[src/mer_pkg.sv]
// Shared constants, codes and types of the midpoint ellipse raster core.
package mer_pkg;

   // Decision register width; arithmetic on it wraps modulo 2^DEC_BITS
   localparam int DEC_BITS = 48;
   // Width of the mirrored screen coordinates
   localparam int OUT_BITS = 13;

   // Configuration port geometry
   localparam int CSR_ADDR_BITS = 3;
   localparam int CSR_DATA_BITS = 32;

   // Centre position after reset
   localparam int CENTER_X_RESET = 320;
   localparam int CENTER_Y_RESET = 240;

   // Register indexes (byte address divided by four)
   localparam logic [0:0] REG_CENTER_X = 1'b0;
   localparam logic [0:0] REG_CENTER_Y = 1'b1;

   // Request operation codes
   localparam logic OP_START = 1'b0;
   localparam logic OP_NEXT  = 1'b1;

   // Sequencer states, one-hot
   typedef enum logic [19:0] {
      S_IDLE   = 20'h00001,
      S_SQA    = 20'h00002,
      S_SQB    = 20'h00004,
      S_INIT   = 20'h00008,
      S_INIT2  = 20'h00010,
      S_ADV    = 20'h00020,
      S_R1_ACC = 20'h00040,
      S_R1_SE  = 20'h00080,
      S_TST1   = 20'h00100,
      S_TST2   = 20'h00200,
      S_TST3   = 20'h00400,
      S_Q1     = 20'h00800,
      S_Q2     = 20'h01000,
      S_Q3     = 20'h02000,
      S_Q4     = 20'h04000,
      S_Q5     = 20'h08000,
      S_R2_S   = 20'h10000,
      S_R2_SE1 = 20'h20000,
      S_R2_SE2 = 20'h40000,
      S_EMIT   = 20'h80000
   } seq_state_type;

   // Result hand-over from the sequencer to the output register
   typedef struct packed {
      logic load;
      logic point_valid;
      logic last_point;
   } res_ctl_type;

endpackage

[src/midpoint_ellipse_raster_core.sv]
// Top level of the midpoint ellipse raster core with output register.
//
// Each request gives one point of the first quadrant of an ellipse around the
// configured centre, with its four mirrored screen coordinates; a start
// request loads the semi-axes and gives the top point, each next request the
// following point, and the final point is flagged. All step arithmetic runs
// through one shared multiplier, one product per cycle, under a step sequencer,
// so one request is taken at a time. The finished result waits in an output
// register, so a new request is taken while the previous result is still
// stalled.
module midpoint_ellipse_raster_core #(
   parameter int RADIUS_BITS = 10,
   parameter int COORD_BITS  = 11
) (
   input  logic                                 clock,
   input  logic                                 reset,
   // request channel
   input  logic                                 req_valid,
   output logic                                 req_stall,
   input  logic                                 req_op,
   input  logic [RADIUS_BITS-1:0]               req_semi_axis_x,
   input  logic [RADIUS_BITS-1:0]               req_semi_axis_y,
   // result channel
   output logic                                 rsp_valid,
   input  logic                                 rsp_stall,
   output logic                                 rsp_point_valid,
   output logic                                 rsp_last_point,
   output logic [RADIUS_BITS-1:0]               rsp_offset_x,
   output logic [RADIUS_BITS-1:0]               rsp_offset_y,
   output logic signed [mer_pkg::OUT_BITS-1:0]  rsp_col_plus,
   output logic signed [mer_pkg::OUT_BITS-1:0]  rsp_col_minus,
   output logic signed [mer_pkg::OUT_BITS-1:0]  rsp_row_plus,
   output logic signed [mer_pkg::OUT_BITS-1:0]  rsp_row_minus,
   // configuration port
   input  logic                                 csr_psel,
   input  logic                                 csr_penable,
   input  logic                                 csr_pwrite,
   input  logic [mer_pkg::CSR_ADDR_BITS-1:0]    csr_paddr,
   input  logic [mer_pkg::CSR_DATA_BITS-1:0]    csr_pwdata,
   output logic [mer_pkg::CSR_DATA_BITS-1:0]    csr_prdata,
   output logic                                 csr_pready
);

   localparam int OUT_BITS = mer_pkg::OUT_BITS;

   logic [COORD_BITS-1:0]  center_x, center_y;
   logic                   seq_idle;
   logic                   req_accept;
   logic                   out_free;
   mer_pkg::res_ctl_type   res_ctl;
   logic [RADIUS_BITS-1:0] res_x, res_y;

   logic                       rsp_valid_ff, rsp_valid_in;
   logic                       pv_ff, pv_in;
   logic                       last_ff, last_in;
   logic [RADIUS_BITS-1:0]     off_x_ff, off_x_in;
   logic [RADIUS_BITS-1:0]     off_y_ff, off_y_in;
   logic [OUT_BITS-1:0]        col_p_ff, col_p_in;
   logic [OUT_BITS-1:0]        col_m_ff, col_m_in;
   logic [OUT_BITS-1:0]        row_p_ff, row_p_in;
   logic [OUT_BITS-1:0]        row_m_ff, row_m_in;

   mer_csr #(
      .COORD_BITS (COORD_BITS)
   ) u_csr (
      .clock       (clock),
      .reset       (reset),
      .csr_psel    (csr_psel),
      .csr_penable (csr_penable),
      .csr_pwrite  (csr_pwrite),
      .csr_paddr   (csr_paddr),
      .csr_pwdata  (csr_pwdata),
      .csr_prdata  (csr_prdata),
      .csr_pready  (csr_pready),
      .center_x    (center_x),
      .center_y    (center_y)
   );

   assign req_stall  = !seq_idle;
   assign req_accept = req_valid && !req_stall;
   assign out_free   = !rsp_valid_ff || !rsp_stall;

   mer_seq #(
      .RADIUS_BITS (RADIUS_BITS)
   ) u_seq (
      .clock      (clock),
      .reset      (reset),
      .req_accept (req_accept),
      .req_op     (req_op),
      .req_a      (req_semi_axis_x),
      .req_b      (req_semi_axis_y),
      .out_free   (out_free),
      .seq_idle   (seq_idle),
      .res_ctl    (res_ctl),
      .res_x      (res_x),
      .res_y      (res_y)
   );

   // Load a finished result and mirror it around the centre; drop it once taken
   always_comb begin
      rsp_valid_in = rsp_valid_ff;
      pv_in        = pv_ff;
      last_in      = last_ff;
      off_x_in     = off_x_ff;
      off_y_in     = off_y_ff;
      col_p_in     = col_p_ff;
      col_m_in     = col_m_ff;
      row_p_in     = row_p_ff;
      row_m_in     = row_m_ff;
      if (rsp_valid_ff && !rsp_stall) begin
         rsp_valid_in = 1'b0;
      end
      if (res_ctl.load) begin
         rsp_valid_in = 1'b1;
         pv_in        = res_ctl.point_valid;
         last_in      = res_ctl.last_point;
         off_x_in     = res_x;
         off_y_in     = res_y;
         if (res_ctl.point_valid) begin
            col_p_in = OUT_BITS'(center_x) + OUT_BITS'(res_x);
            col_m_in = OUT_BITS'(center_x) - OUT_BITS'(res_x);
            row_p_in = OUT_BITS'(center_y) + OUT_BITS'(res_y);
            row_m_in = OUT_BITS'(center_y) - OUT_BITS'(res_y);
         end else begin
            col_p_in = '0;
            col_m_in = '0;
            row_p_in = '0;
            row_m_in = '0;
         end
      end
   end

   always_ff @(posedge clock) begin
      if (reset) begin
         rsp_valid_ff <= 1'b0;
      end else begin
         rsp_valid_ff <= rsp_valid_in;
      end
   end

   always_ff @(posedge clock) begin
      pv_ff    <= pv_in;
      last_ff  <= last_in;
      off_x_ff <= off_x_in;
      off_y_ff <= off_y_in;
      col_p_ff <= col_p_in;
      col_m_ff <= col_m_in;
      row_p_ff <= row_p_in;
      row_m_ff <= row_m_in;
   end

   assign rsp_valid       = rsp_valid_ff;
   assign rsp_point_valid = pv_ff;
   assign rsp_last_point  = last_ff;
   assign rsp_offset_x    = off_x_ff;
   assign rsp_offset_y    = off_y_ff;
   assign rsp_col_plus    = $signed(col_p_ff);
   assign rsp_col_minus   = $signed(col_m_ff);
   assign rsp_row_plus    = $signed(row_p_ff);
   assign rsp_row_minus   = $signed(row_m_ff);

endmodule

[src/mer_mul.sv]
// Shared signed multiplier with registered product.
module mer_mul #(
   parameter int OPA_BITS = 21,
   parameter int OPB_BITS = 25
) (
   input  logic                                clock,
   input  logic                                mul_en,
   input  logic signed [OPA_BITS-1:0]          mul_opa,
   input  logic signed [OPB_BITS-1:0]          mul_opb,
   output logic signed [OPA_BITS+OPB_BITS-1:0] mul_prod
);

   logic signed [OPA_BITS+OPB_BITS-1:0] prod_ff;
   logic signed [OPA_BITS+OPB_BITS-1:0] prod_in;

   // Full-width signed product
   assign prod_in = mul_opa * mul_opb;

   // Hold the product for the following sequencer step
   always_ff @(posedge clock) begin
      if (mul_en) begin
         prod_ff <= prod_in;
      end
   end

   assign mul_prod = prod_ff;

endmodule

[src/mer_csr.sv]
// Configuration registers for the ellipse centre, APB-style access.
module mer_csr #(
   parameter int COORD_BITS = 11
) (
   input  logic                                 clock,
   input  logic                                 reset,
   input  logic                                 csr_psel,
   input  logic                                 csr_penable,
   input  logic                                 csr_pwrite,
   input  logic [mer_pkg::CSR_ADDR_BITS-1:0]    csr_paddr,
   input  logic [mer_pkg::CSR_DATA_BITS-1:0]    csr_pwdata,
   output logic [mer_pkg::CSR_DATA_BITS-1:0]    csr_prdata,
   output logic                                 csr_pready,
   output logic [COORD_BITS-1:0]                center_x,
   output logic [COORD_BITS-1:0]                center_y
);

   localparam int ADDR_BITS = mer_pkg::CSR_ADDR_BITS;
   localparam int DATA_BITS = mer_pkg::CSR_DATA_BITS;

   logic [COORD_BITS-1:0] center_x_ff, center_x_in;
   logic [COORD_BITS-1:0] center_y_ff, center_y_in;
   logic                  wr_en;
   logic [0:0]            reg_idx;

   assign csr_pready = 1'b1;
   assign wr_en      = csr_psel & csr_penable & csr_pwrite & csr_pready;
   assign reg_idx    = csr_paddr[ADDR_BITS-1];

   // Decode the write
   always_comb begin
      center_x_in = center_x_ff;
      center_y_in = center_y_ff;
      if (wr_en) begin
         case (reg_idx)
            mer_pkg::REG_CENTER_X: center_x_in = csr_pwdata[COORD_BITS-1:0];
            mer_pkg::REG_CENTER_Y: center_y_in = csr_pwdata[COORD_BITS-1:0];
            default: ;
         endcase
      end
   end

   always_ff @(posedge clock) begin
      if (reset) begin
         center_x_ff <= COORD_BITS'(mer_pkg::CENTER_X_RESET);
         center_y_ff <= COORD_BITS'(mer_pkg::CENTER_Y_RESET);
      end else begin
         center_x_ff <= center_x_in;
         center_y_ff <= center_y_in;
      end
   end

   // Read back
   always_comb begin
      csr_prdata = '0;
      case (reg_idx)
         mer_pkg::REG_CENTER_X: csr_prdata = DATA_BITS'(center_x_ff);
         mer_pkg::REG_CENTER_Y: csr_prdata = DATA_BITS'(center_y_ff);
         default: csr_prdata = '0;
      endcase
   end

   assign center_x = center_x_ff;
   assign center_y = center_y_ff;

endmodule

[src/mer_seq.sv]
// Step sequencer and decision datapath around the shared multiplier.
module mer_seq #(
   parameter int RADIUS_BITS = 10
) (
   input  logic                       clock,
   input  logic                       reset,
   input  logic                       req_accept,
   input  logic                       req_op,
   input  logic [RADIUS_BITS-1:0]     req_a,
   input  logic [RADIUS_BITS-1:0]     req_b,
   input  logic                       out_free,
   output logic                       seq_idle,
   output mer_pkg::res_ctl_type       res_ctl,
   output logic [RADIUS_BITS-1:0]     res_x,
   output logic [RADIUS_BITS-1:0]     res_y
);

   localparam int R         = RADIUS_BITS;
   localparam int SQ_BITS   = 2 * R;
   localparam int X_BITS    = R + 1;
   localparam int Y_BITS    = R + 2;
   localparam int OPA_BITS  = 2 * R + 1;
   localparam int OPB_BITS  = 2 * R + 5;
   localparam int PROD_BITS = OPA_BITS + OPB_BITS;
   localparam int DEC_BITS  = mer_pkg::DEC_BITS;

   mer_pkg::seq_state_type state_ff, state_in;

   logic                        active_ff, active_in;
   logic                        reg2_ff, reg2_in;
   logic                        pos_ff, pos_in;
   logic [R-1:0]                a_ff, a_in;
   logic [SQ_BITS-1:0]          a2_ff, a2_in;
   logic [SQ_BITS-1:0]          b2_ff, b2_in;
   logic [X_BITS-1:0]           x_ff, x_in;
   logic signed [Y_BITS-1:0]    y_ff, y_in;
   logic [DEC_BITS-1:0]         dec_ff, dec_in;
   logic signed [PROD_BITS-1:0] hold_ff, hold_in;
   logic                        pend_pv_ff, pend_pv_in;
   logic                        pend_last_ff, pend_last_in;
   logic [R-1:0]                pend_x_ff, pend_x_in;
   logic [R-1:0]                pend_y_ff, pend_y_in;

   logic                        mul_en;
   logic signed [OPA_BITS-1:0]  mul_opa;
   logic signed [OPB_BITS-1:0]  mul_opb;
   logic signed [PROD_BITS-1:0] prod;

   logic signed [OPB_BITS-1:0]  xs, ys;
   logic signed [OPB_BITS-1:0]  f_x3, f_x2, f_x1, f_y2, f_y3, f_y1;
   logic signed [OPA_BITS-1:0]  a2w, b2w;
   logic signed [OPB_BITS-1:0]  b2b, sq_opb;
   logic [DEC_BITS-1:0]         prod_dec, prod4;
   logic                        dec_pos, y_nonneg, y_pos, sq_zero;
   logic                        load;

   // Shared multiplier
   mer_mul #(
      .OPA_BITS (OPA_BITS),
      .OPB_BITS (OPB_BITS)
   ) u_mul (
      .clock    (clock),
      .mul_en   (mul_en),
      .mul_opa  (mul_opa),
      .mul_opb  (mul_opb),
      .mul_prod (prod)
   );

   // Step factors from the current point
   assign xs   = $signed(OPB_BITS'(x_ff));
   assign ys   = OPB_BITS'(y_ff);
   assign f_x3 = (xs <<< 1) + OPB_BITS'(3);
   assign f_x2 = (xs <<< 1) + OPB_BITS'(2);
   assign f_x1 = (xs <<< 1) + OPB_BITS'(1);
   assign f_y2 = (ys <<< 1) - OPB_BITS'(2);
   assign f_y3 = (ys <<< 1) - OPB_BITS'(3);
   assign f_y1 = ys - OPB_BITS'(1);
   assign a2w  = $signed(OPA_BITS'(a2_ff));
   assign b2w  = $signed(OPA_BITS'(b2_ff));
   assign b2b  = $signed(OPB_BITS'(b2_ff));
   assign sq_opb = $signed(prod[OPB_BITS-1:0]);

   // Product folded into the decision width, and scaled by four
   assign prod_dec = DEC_BITS'(prod);
   assign prod4    = prod_dec << 2;

   assign dec_pos  = (dec_ff != '0) && !dec_ff[DEC_BITS-1];
   assign y_nonneg = !y_ff[Y_BITS-1];
   assign y_pos    = y_nonneg && (y_ff != '0);
   assign sq_zero  = (a2_ff == '0) && (b2_ff == '0);

   // Select multiplier operands for the current step
   always_comb begin
      mul_en  = 1'b1;
      mul_opa = '0;
      mul_opb = '0;
      case (state_ff)
         mer_pkg::S_SQA: begin
            mul_opa = $signed(OPA_BITS'(a_ff));
            mul_opb = $signed(OPB_BITS'(a_ff));
         end
         mer_pkg::S_SQB: begin
            mul_opa = OPA_BITS'(y_ff);
            mul_opb = ys;
         end
         mer_pkg::S_INIT: begin
            mul_opa = a2w;
            mul_opb = ys;
         end
         mer_pkg::S_ADV: begin
            if (!reg2_ff) begin
               mul_opa = b2w;
               mul_opb = f_x3;
            end else if (dec_pos) begin
               mul_opa = a2w;
               mul_opb = f_y3;
            end else begin
               mul_opa = b2w;
               mul_opb = f_x2;
            end
         end
         mer_pkg::S_R1_ACC: begin
            mul_opa = a2w;
            mul_opb = f_y2;
         end
         mer_pkg::S_TST1: begin
            mul_opa = b2w;
            mul_opb = xs;
         end
         mer_pkg::S_TST2: begin
            mul_opa = a2w;
            mul_opb = ys;
         end
         mer_pkg::S_TST3: begin
            mul_opa = $signed(f_x1[OPA_BITS-1:0]);
            mul_opb = f_x1;
         end
         mer_pkg::S_Q1: begin
            mul_opa = b2w;
            mul_opb = sq_opb;
         end
         mer_pkg::S_Q2: begin
            mul_opa = $signed(f_y1[OPA_BITS-1:0]);
            mul_opb = f_y1;
         end
         mer_pkg::S_Q3: begin
            mul_opa = a2w;
            mul_opb = sq_opb;
         end
         mer_pkg::S_Q4: begin
            mul_opa = a2w;
            mul_opb = b2b;
         end
         mer_pkg::S_R2_SE1: begin
            mul_opa = a2w;
            mul_opb = f_y3;
         end
         default: mul_en = 1'b0;
      endcase
   end

   // Sequence the steps and update the decision
   always_comb begin
      state_in     = state_ff;
      active_in    = active_ff;
      reg2_in      = reg2_ff;
      pos_in       = pos_ff;
      a_in         = a_ff;
      a2_in        = a2_ff;
      b2_in        = b2_ff;
      x_in         = x_ff;
      y_in         = y_ff;
      dec_in       = dec_ff;
      hold_in      = hold_ff;
      pend_pv_in   = pend_pv_ff;
      pend_last_in = pend_last_ff;
      pend_x_in    = pend_x_ff;
      pend_y_in    = pend_y_ff;
      load         = 1'b0;
      case (state_ff)
         mer_pkg::S_IDLE: begin
            if (req_accept) begin
               if (req_op == mer_pkg::OP_START) begin
                  a_in      = req_a;
                  x_in      = '0;
                  y_in      = $signed(Y_BITS'(req_b));
                  reg2_in   = 1'b0;
                  active_in = 1'b1;
                  state_in  = mer_pkg::S_SQA;
               end else begin
                  state_in = mer_pkg::S_ADV;
               end
            end
         end
         mer_pkg::S_SQA: state_in = mer_pkg::S_SQB;
         mer_pkg::S_SQB: begin
            a2_in    = prod[SQ_BITS-1:0];
            state_in = mer_pkg::S_INIT;
         end
         mer_pkg::S_INIT: begin
            b2_in    = prod[SQ_BITS-1:0];
            state_in = mer_pkg::S_INIT2;
         end
         mer_pkg::S_INIT2: begin
            // region one start: 4b^2 + a^2 - 4a^2*b
            dec_in   = (DEC_BITS'(b2_ff) << 2) + DEC_BITS'(a2_ff) - prod4;
            state_in = mer_pkg::S_ADV;
         end
         mer_pkg::S_ADV: begin
            // latch the pending point, then step past it
            pend_pv_in   = active_ff;
            pend_last_in = 1'b0;
            pend_x_in    = x_ff[R-1:0];
            pend_y_in    = y_ff[R-1:0];
            pos_in       = dec_pos;
            if (!active_ff) begin
               pend_x_in = '0;
               pend_y_in = '0;
               state_in  = mer_pkg::S_EMIT;
            end else if (!reg2_ff) begin
               if (sq_zero) begin
                  active_in    = 1'b0;
                  pend_last_in = 1'b1;
                  state_in     = mer_pkg::S_EMIT;
               end else begin
                  state_in = mer_pkg::S_R1_ACC;
               end
            end else if (dec_pos) begin
               state_in = mer_pkg::S_R2_S;
            end else begin
               state_in = mer_pkg::S_R2_SE1;
            end
         end
         mer_pkg::S_R1_ACC: begin
            dec_in   = dec_ff + prod4;
            x_in     = x_ff + X_BITS'(1);
            state_in = pos_ff ? mer_pkg::S_R1_SE : mer_pkg::S_TST1;
         end
         mer_pkg::S_R1_SE: begin
            dec_in   = dec_ff - prod4;
            y_in     = y_ff - Y_BITS'(1);
            state_in = mer_pkg::S_TST1;
         end
         mer_pkg::S_TST1: state_in = mer_pkg::S_TST2;
         mer_pkg::S_TST2: begin
            hold_in  = prod;
            state_in = mer_pkg::S_TST3;
         end
         mer_pkg::S_TST3: begin
            // stay in region one while b^2*x <= a^2*y
            if (hold_ff <= prod) begin
               state_in = mer_pkg::S_EMIT;
            end else begin
               reg2_in  = 1'b1;
               state_in = mer_pkg::S_Q1;
            end
         end
         mer_pkg::S_Q1: state_in = mer_pkg::S_Q2;
         mer_pkg::S_Q2: begin
            dec_in   = prod_dec;
            state_in = mer_pkg::S_Q3;
         end
         mer_pkg::S_Q3: state_in = mer_pkg::S_Q4;
         mer_pkg::S_Q4: begin
            dec_in   = dec_ff + prod4;
            state_in = mer_pkg::S_Q5;
         end
         mer_pkg::S_Q5: begin
            dec_in       = dec_ff - prod4;
            active_in    = y_nonneg;
            pend_last_in = !y_nonneg;
            state_in     = mer_pkg::S_EMIT;
         end
         mer_pkg::S_R2_S: begin
            dec_in       = dec_ff - prod4;
            y_in         = y_ff - Y_BITS'(1);
            active_in    = y_pos;
            pend_last_in = !y_pos;
            state_in     = mer_pkg::S_EMIT;
         end
         mer_pkg::S_R2_SE1: begin
            dec_in   = dec_ff + prod4;
            x_in     = x_ff + X_BITS'(1);
            state_in = mer_pkg::S_R2_SE2;
         end
         mer_pkg::S_R2_SE2: begin
            dec_in       = dec_ff - prod4;
            y_in         = y_ff - Y_BITS'(1);
            active_in    = y_pos;
            pend_last_in = !y_pos;
            state_in     = mer_pkg::S_EMIT;
         end
         mer_pkg::S_EMIT: begin
            // hand over once the output register is free
            if (out_free) begin
               load     = 1'b1;
               state_in = mer_pkg::S_IDLE;
            end
         end
         default: state_in = mer_pkg::S_IDLE;
      endcase
   end

   // Control state
   always_ff @(posedge clock) begin
      if (reset) begin
         state_ff  <= mer_pkg::S_IDLE;
         active_ff <= 1'b0;
         reg2_ff   <= 1'b0;
      end else begin
         state_ff  <= state_in;
         active_ff <= active_in;
         reg2_ff   <= reg2_in;
      end
   end

   // Datapath registers
   always_ff @(posedge clock) begin
      pos_ff       <= pos_in;
      a_ff         <= a_in;
      a2_ff        <= a2_in;
      b2_ff        <= b2_in;
      x_ff         <= x_in;
      y_ff         <= y_in;
      dec_ff       <= dec_in;
      hold_ff      <= hold_in;
      pend_pv_ff   <= pend_pv_in;
      pend_last_ff <= pend_last_in;
      pend_x_ff    <= pend_x_in;
      pend_y_ff    <= pend_y_in;
   end

   assign seq_idle            = (state_ff == mer_pkg::S_IDLE);
   assign res_ctl.load        = load;
   assign res_ctl.point_valid = pend_pv_ff;
   assign res_ctl.last_point  = pend_last_ff;
   assign res_x               = pend_x_ff;
   assign res_y               = pend_y_ff;

endmodule

[config.mk]
export PLATFORM = sky130hd
export DESIGN_NAME = midpoint_ellipse_raster_core
export DESIGN_NICKNAME = d
export VERILOG_FILES = /design/src/mer_pkg.sv /design/src/midpoint_ellipse_raster_core.sv /design/src/mer_mul.sv /design/src/mer_csr.sv /design/src/mer_seq.sv
export SDC_FILE = /design/constraint.sdc
export NUM_CORES = 2
export LEC_CHECK = 0
export ABC_AREA = 1
export BUFFER_PORTS_ARGS = -buffer_cell sky130_fd_sc_hd__buf_2
export CORE_UTILIZATION = 35
export CTS_CLUSTER_DIAMETER = 100
export DETAILED_ROUTE_END_ITERATION = 7
export HOLD_SLACK_MARGIN = 0.1
export PLACE_DENSITY = 0.5
export REMOVE_ABC_BUFFERS = 1
export SKIP_CTS_REPAIR_TIMING = 1
export SYNTH_ARGS = -nofsm -noshare
export SYNTH_HDL_FRONTEND = slang
export SYNTH_SLANG_ARGS = --single-unit
[constraint.sdc]
create_clock -name clock -period 18.35 [get_ports clock]
set_clock_uncertainty 0.1 [all_clocks]
set_input_delay 0.9175 -clock clock [delete_from_list [all_inputs] [get_ports clock]]
set_output_delay 0.9175 -clock clock [all_outputs]
set_load 0.01 [all_outputs]
Word-level counts from Yosys, hierarchy flattened. Index checks and enable logic that the tools add are counted.

Input port bits: 63. Word-level logic and storage cells: 158. Output and inout bits: 109. Register bits after elaboration: 355.

Reduce and logical (&&, ||, !) cells: 42. Muxes and demuxes: 43. $mul: 1. Magnitude comparators: 1. Add/subtract/negate cells: 16. Bitwise gates (word level): 4. Eq/ne operators: 24.

Operators with widths (number): $pmux W20 S18 (1); $pmux W25 S10 (1); $pmux W48 S4 (1); $pmux W21 S7 (1); $mux W20 (7); $sub A48 B48 Y48 (2); $pmux W32 S2 (1); $mux W25 (2); $add A48 B48 Y48 (1); $reduce_bool A48 Y1 (1); $le A46 B46 Y1 (1); $mul A21 B25 Y46 (1); $logic_not A20 Y1 (2); $sub A13 B3 Y14 const B (2); $add A12 B2 Y13 const B (2); $add A11 B10 Y12 (2); $mux W12 (2); $pmux W12 S2 (1); $sub A11 B10 Y12 (2); $add A22 B20 Y23 (1); $mux W11 (2); $pmux W11 S2 (1); $mux W21 (1); $eq A20 B1 Y1 const B (1); 49 further kinds (92).

Logic depth before layout (Yosys ltp).
Word-level depth: 6. Mapped depth: 42. Mapped depth without buffers: 40.

By module. From an unflattened synthesis, not the netlist that was laid out.

Cells, all modules: 6286. Area total of the unflattened synthesis: 46711.0 µm².

By module, submodules not included: mer_mul (times used 1, cells each 2880, area an instance 22173.8 µm², seq. area each 1381.3 µm²); mer_seq (times used 1, cells each 2670, area an instance 18751.7 µm², seq. area each 6145.9 µm²); midpoint_ellipse_raster_core (times used 1, cells each 546, area an instance 4549.4 µm², seq. area each 2062.0 µm²); mer_csr (times used 1, cells each 190, area an instance 1236.2 µm², seq. area each 440.4 µm²).

Least setup slack after synthesis. Ideal clock, no wire load.

Path type: reg2reg. Start point: reg u_seq.state_ff[19]. End point: reg u_seq.u_mul.prod_ff[44] (netlist: u_seq.u_mul.mul_prod[44]), data pin. Period minus slack after synthesis: 7.858 ns. Library setup time: 0.259 ns. Required time: 17.991 ns. Arrival: 7.499 ns. Path buffers: 2. Cell stages (with the launch flop): 33. Setup slack: 10.492 ns. Path through: dfxtp_1 nor2_4 nand2_4 nor2_4 nand2_4 nor2_8 nand4_2 nand2_1 buf_4 nand2_1 nand3_2 buf_4 nand2_1 fa_1 fa_1 inv_1 fa_1 inv_1 fa_1 inv_1 fa_1 inv_1 fa_1 fa_1 inv_1 ha_1 nand2_1 nor2_1 inv_1 nor4_1 nand4_1 nand3_1 xor2_1.

Longest elaborated chain between the ends: 4. Elaborated cells between the ends (all ways): 20. Classes of those cells: mul (1); eq/ne (13); mux (2); reduce/logical (4).

Ends and longest elaborated chain: from (decl) (RTL line mer_seq.sv:27) `mer_pkg::seq_state_type state_ff, state_in;`; from (signal assigned) (RTL line mer_seq.sv:307) `state_ff <= mer_pkg::S_IDLE;`; from (signal assigned) (RTL line mer_seq.sv:311) `state_ff <= state_in;`; $eq A20 B4 Y1 (tied with other cells) (RTL line mer_seq.sv:97) `case (state_ff)`; $reduce_or A6 Y1 (no line) (tied with other cells); $pmux W21 S7 / $pmux W25 S10 (equally long branches) (RTL line mer_seq.sv:97); $mul A21 B25 Y46 (*) (RTL line mer_mul.sv:17) `assign prod_in = mul_opa * mul_opb;`; net u_seq.u_mul.prod_in[44] (RTL line mer_mul.sv:14) `logic signed [OPA_BITS+OPB_BITS-1:0] prod_in;`; to (signal assigned) (RTL line mer_mul.sv:22) `prod_ff <= prod_in;`; to (decl) (RTL line mer_mul.sv:13) `logic signed [OPA_BITS+OPB_BITS-1:0] prod_ff;`.

Mark *: on every way through the listed nets, which the timed path passes. The rest lies on a longest branch. A chain may end at the register's enable or synchronous reset.

Final worst setup path.
Start point: reg u_seq.state_ff[12]. End point: reg u_seq.u_mul.prod_ff[37] (netlist: u_seq.u_mul.mul_prod[37]), data pin.

Same word-level chain as after synthesis.

==> flow_summary.json <==
{
  "grt_max_degree": 69,
  "async_flop_share_pct": 0,
  "synth_area_leaders": "fa_1, edfxtp_1, nand2_1",
  "worstHoldPathType": "reg -> reg",
  "cp-end-kind": "register",
  "grt_pass1_vias": 39000,
  "globalplace.congestion": 0.972,
  "yosysMostFrequentCell": "nand2_1",
  "cts_buffer_depth": 3,
  "place_area_um2": 47700,
  "syn_inst": 5816,
  "numCtsBuffers": 40,
  "post-route-min-period_ns": 11.17,
  "drive_above_1_share_pct": 5.92,
  "syn_to_final_growth_pct": 7.60,
  "hold_violations": 0,
  "wl_mm": 155,
  "synth_top_area_share_pct": 23.8,
  "die_x_um": 363,
  "fmax_mhz": 89.5,
  "cts.sinks": 349,
  "coreArea_um2": 129000,
  "place_inst": 7577,
  "wire_per_inst_um": 20.3,
  "slew_violations": 0,
  "ys_ff_latch": 349,
  "cp_slowest_stage_delay_ns": 0.83,
  "crit_fanout": 20,
  "antenna_found_initial": 2,
  "worstSetupPathType": "reg -> reg",
  "clk_latency_ns": 0.61,
  "setup_viol": 0,
  "synth_edf_count": 304,
  "dieHeight_um": 363,
  "grt_pass1_wl_mm": 237,
  "post_synth_num_cell_types": 58,
  "finalInstanceArea_um2": 49100,
  "worstSetupStartpointType": "register",
  "clkTransAtPathRegs_ns": 0.06,
  "via_count": 38200,
  "cp.required_ns": 18.55,
  "track_usage_pct": 23.6,
  "drtIter0Drc": 2878,
  "avgViaCountPerCell": 5.00,
  "n_fill_cell": 13800,
  "die-area_um2": 132000,
  "power_leakage_uw": 0.0249,
  "htreeDepth": 2,
  "ant_nets": 0,
  "synth_flop_cell": "edfxtp_1",
  "cts_tree": "yes",
  "setup_tns_ns": 0,
  "yosysTopAreaCell": "fa_1",
  "final_cells": 7654,
  "ir_drop_uv": 75.7,
  "drv_cap": 0,
  "worst_pin_slew_ns": 1.09,
  "layout.nets": 6776,
  "overflow": 0,
  "initial_utilization_pct": 35.2,
  "period_share_pct": 60.9,
  "status": "completed",
  "rsz0062_at_grt": "no",
  "slew_headroom_pct": 26.9,
  "firstDrtPassIters": 6,
  "synth_seq_area_share_pct": 22.0,
  "powerDensity_nw_per_um2": 40.4,
  "avgSynthCellArea_um2": 7.85,
  "io_buffers": 124,
  "drc_errors": 0,
  "syn_area_um2": 45600,
  "ioPinCount": 172,
  "row_count": 132,
  "slowest_stage": "nand3_1",
  "cts-root-buf": "clkbuf_16",
  "ys_warn_count": 0,
  "yosys-top-cells-count": "nand2_1, inv_1, fa_1",
  "worstPathArrival_ns": 11.37,
  "crit_path_frequent_cell": "fa_1",
  "post-dp-hpwl_mm": 126
}
-- layout make-up --
type / count / area (µm²) / share of cell area, %
Inverter: 1289 / 4840 / 9.85
Clock inverter: 21 / 234 / 0.476
Antenna cell: 4 / 10.0 / 0.0204
Clock buffer: 52 / 1140 / 2.32
Multi-Input combinational cell: 4034 / 29800 / 60.6
Timing Repair Buffer: 163 / 913 / 1.86
Tap cell: 1742 / 2180 / 4.44
Sequential cell: 349 / 10000 / 20.4
-- critical path: cells and delay by family (launching register included) --
kind,cells,cell delay [ns]
DFF,1,0.32
xor gates and xnor gates,1,0.55
buffers and inverters,7,0.76
and+or+nand+nor,14,4.58
adders and majority gates,8,4.50
-- state kept, by name (all words and copies together), names as in the netlist, 11 cells and up --
name	cells
u_seq.b2_ff	20
u_csr.center_y	11
u_seq.x_ff	11
u_seq.hold_ff	46
u_seq.u_mul.mul_prod	46
rsp_col_minus	11
rsp_row_plus	12
rsp_col_plus	12
u_seq.state_ff	20
rsp_row_minus	11
u_seq.y_ff	12
u_seq.a2_ff	20
u_seq.dec_ff	48
u_csr.center_x	11
-- kinds of logic (layout without fill, tap and decap cells) --
logic type                 after synthesis  after routing  synth area share [%]
and+or+nand+nor                       2338           2338                  21.7
buffers and inverters                 1467           1525                  13.1
adders and majority gates              836            836                  31.8
AOI/OAI and AO/OA                      652            652                  8.05
DFF                                    349            349                  22.0
xor gates and xnor gates               172            172                  3.30
other                                    2             40                0.0165
-- per-stage QoR --
stage                     setup WS, ns  total power (µW)  hold slack [ns]  util (%)
after floorplan                   9.86              1060            0.300         -
after global placement            7.28              1160            0.348      36.9
after detailed placement          7.23              1160            0.372      36.9
after CTS                         7.20              2000            0.355      37.9
after global routing              6.75              2050            0.366      37.9
final                             7.18              1980            0.386      37.9
-- routing by layer --
layer / share of wire [%] / global-route usage (%) / vias to the layer above
li1: - / - / 18100
met1: 46 / 32.8 / 18900
met2: 47 / 39.4 / 966
met3: 4.5 / 1.89 / 202
met4: 2.7 / 6.29 / 2
met5: 0.013 / 0 / -
-- final timing paths --
kind / cells past startpoint / start / slack, ns / endpoint
worst max-delay path: 30 / u_seq.state_ff[12] / 7.18 / u_seq.u_mul.mul_prod[37]
worst min-delay path: 2 / rsp_valid / 0.39 / rsp_valid
worst max register to register: 30 / u_seq.state_ff[12] / 7.18 / u_seq.u_mul.mul_prod[37]
worst min register to register: 2 / rsp_valid / 0.39 / rsp_valid
-- power by group --
part,total (µW),switching [µW],leakage [µW],internal [µW]
Clock,835,360,0.000664,475
Sequential,899,23.2,0.00313,875
Combinational,248,179,0.0211,69.2
Total,1980,562,0.0249,1420
-- placed cells by master, fill, tap and decap left out, types with 6 or more instances in the layout --
| cell type | netlist | final |
|---|---|---|
| clkbuf_16 | 0 | 42 |
| inv_2 | 42 | 43 |
| buf_2 | 45 | 124 |
| nor4_1 | 22 | 22 |
| o22ai_1 | 10 | 10 |
| and3_1 | 9 | 9 |
| ha_1 | 294 | 294 |
| nand2_2 | 7 | 8 |
| or2_2 | 10 | 10 |
| conb_1 | 2 | 36 |
| nor2_4 | 10 | 11 |
| nand3b_1 | 10 | 10 |
| fa_1 | 542 | 542 |
| o221ai_1 | 16 | 16 |
| a21oi_1 | 265 | 265 |
| nand3_1 | 235 | 234 |
| buf_4 | 85 | 39 |
| o21a_1 | 13 | 13 |
| dfxtp_1 | 45 | 45 |
| o21bai_1 | 20 | 20 |
| nor2_1 | 477 | 476 |
| clkinv_1 | 5 | 9 |
| nand3_2 | 32 | 33 |
| nand2_1 | 1363 | 1362 |
| xor2_1 | 127 | 127 |
| nand4_1 | 65 | 65 |
| o31ai_1 | 8 | 8 |
| nor2_2 | 6 | 6 |
| a31oi_1 | 28 | 28 |
| o21ai_1 | 7 | 7 |
| a22oi_1 | 10 | 10 |
| a21boi_0 | 13 | 13 |
| xnor2_1 | 45 | 45 |
| o21ai_0 | 212 | 212 |
| nor3_1 | 76 | 76 |
| inv_1 | 1242 | 1241 |
| a21o_1 | 15 | 15 |
| o211ai_1 | 20 | 20 |
| edfxtp_1 | 304 | 304 |
(Power assumes the default switching activity.)
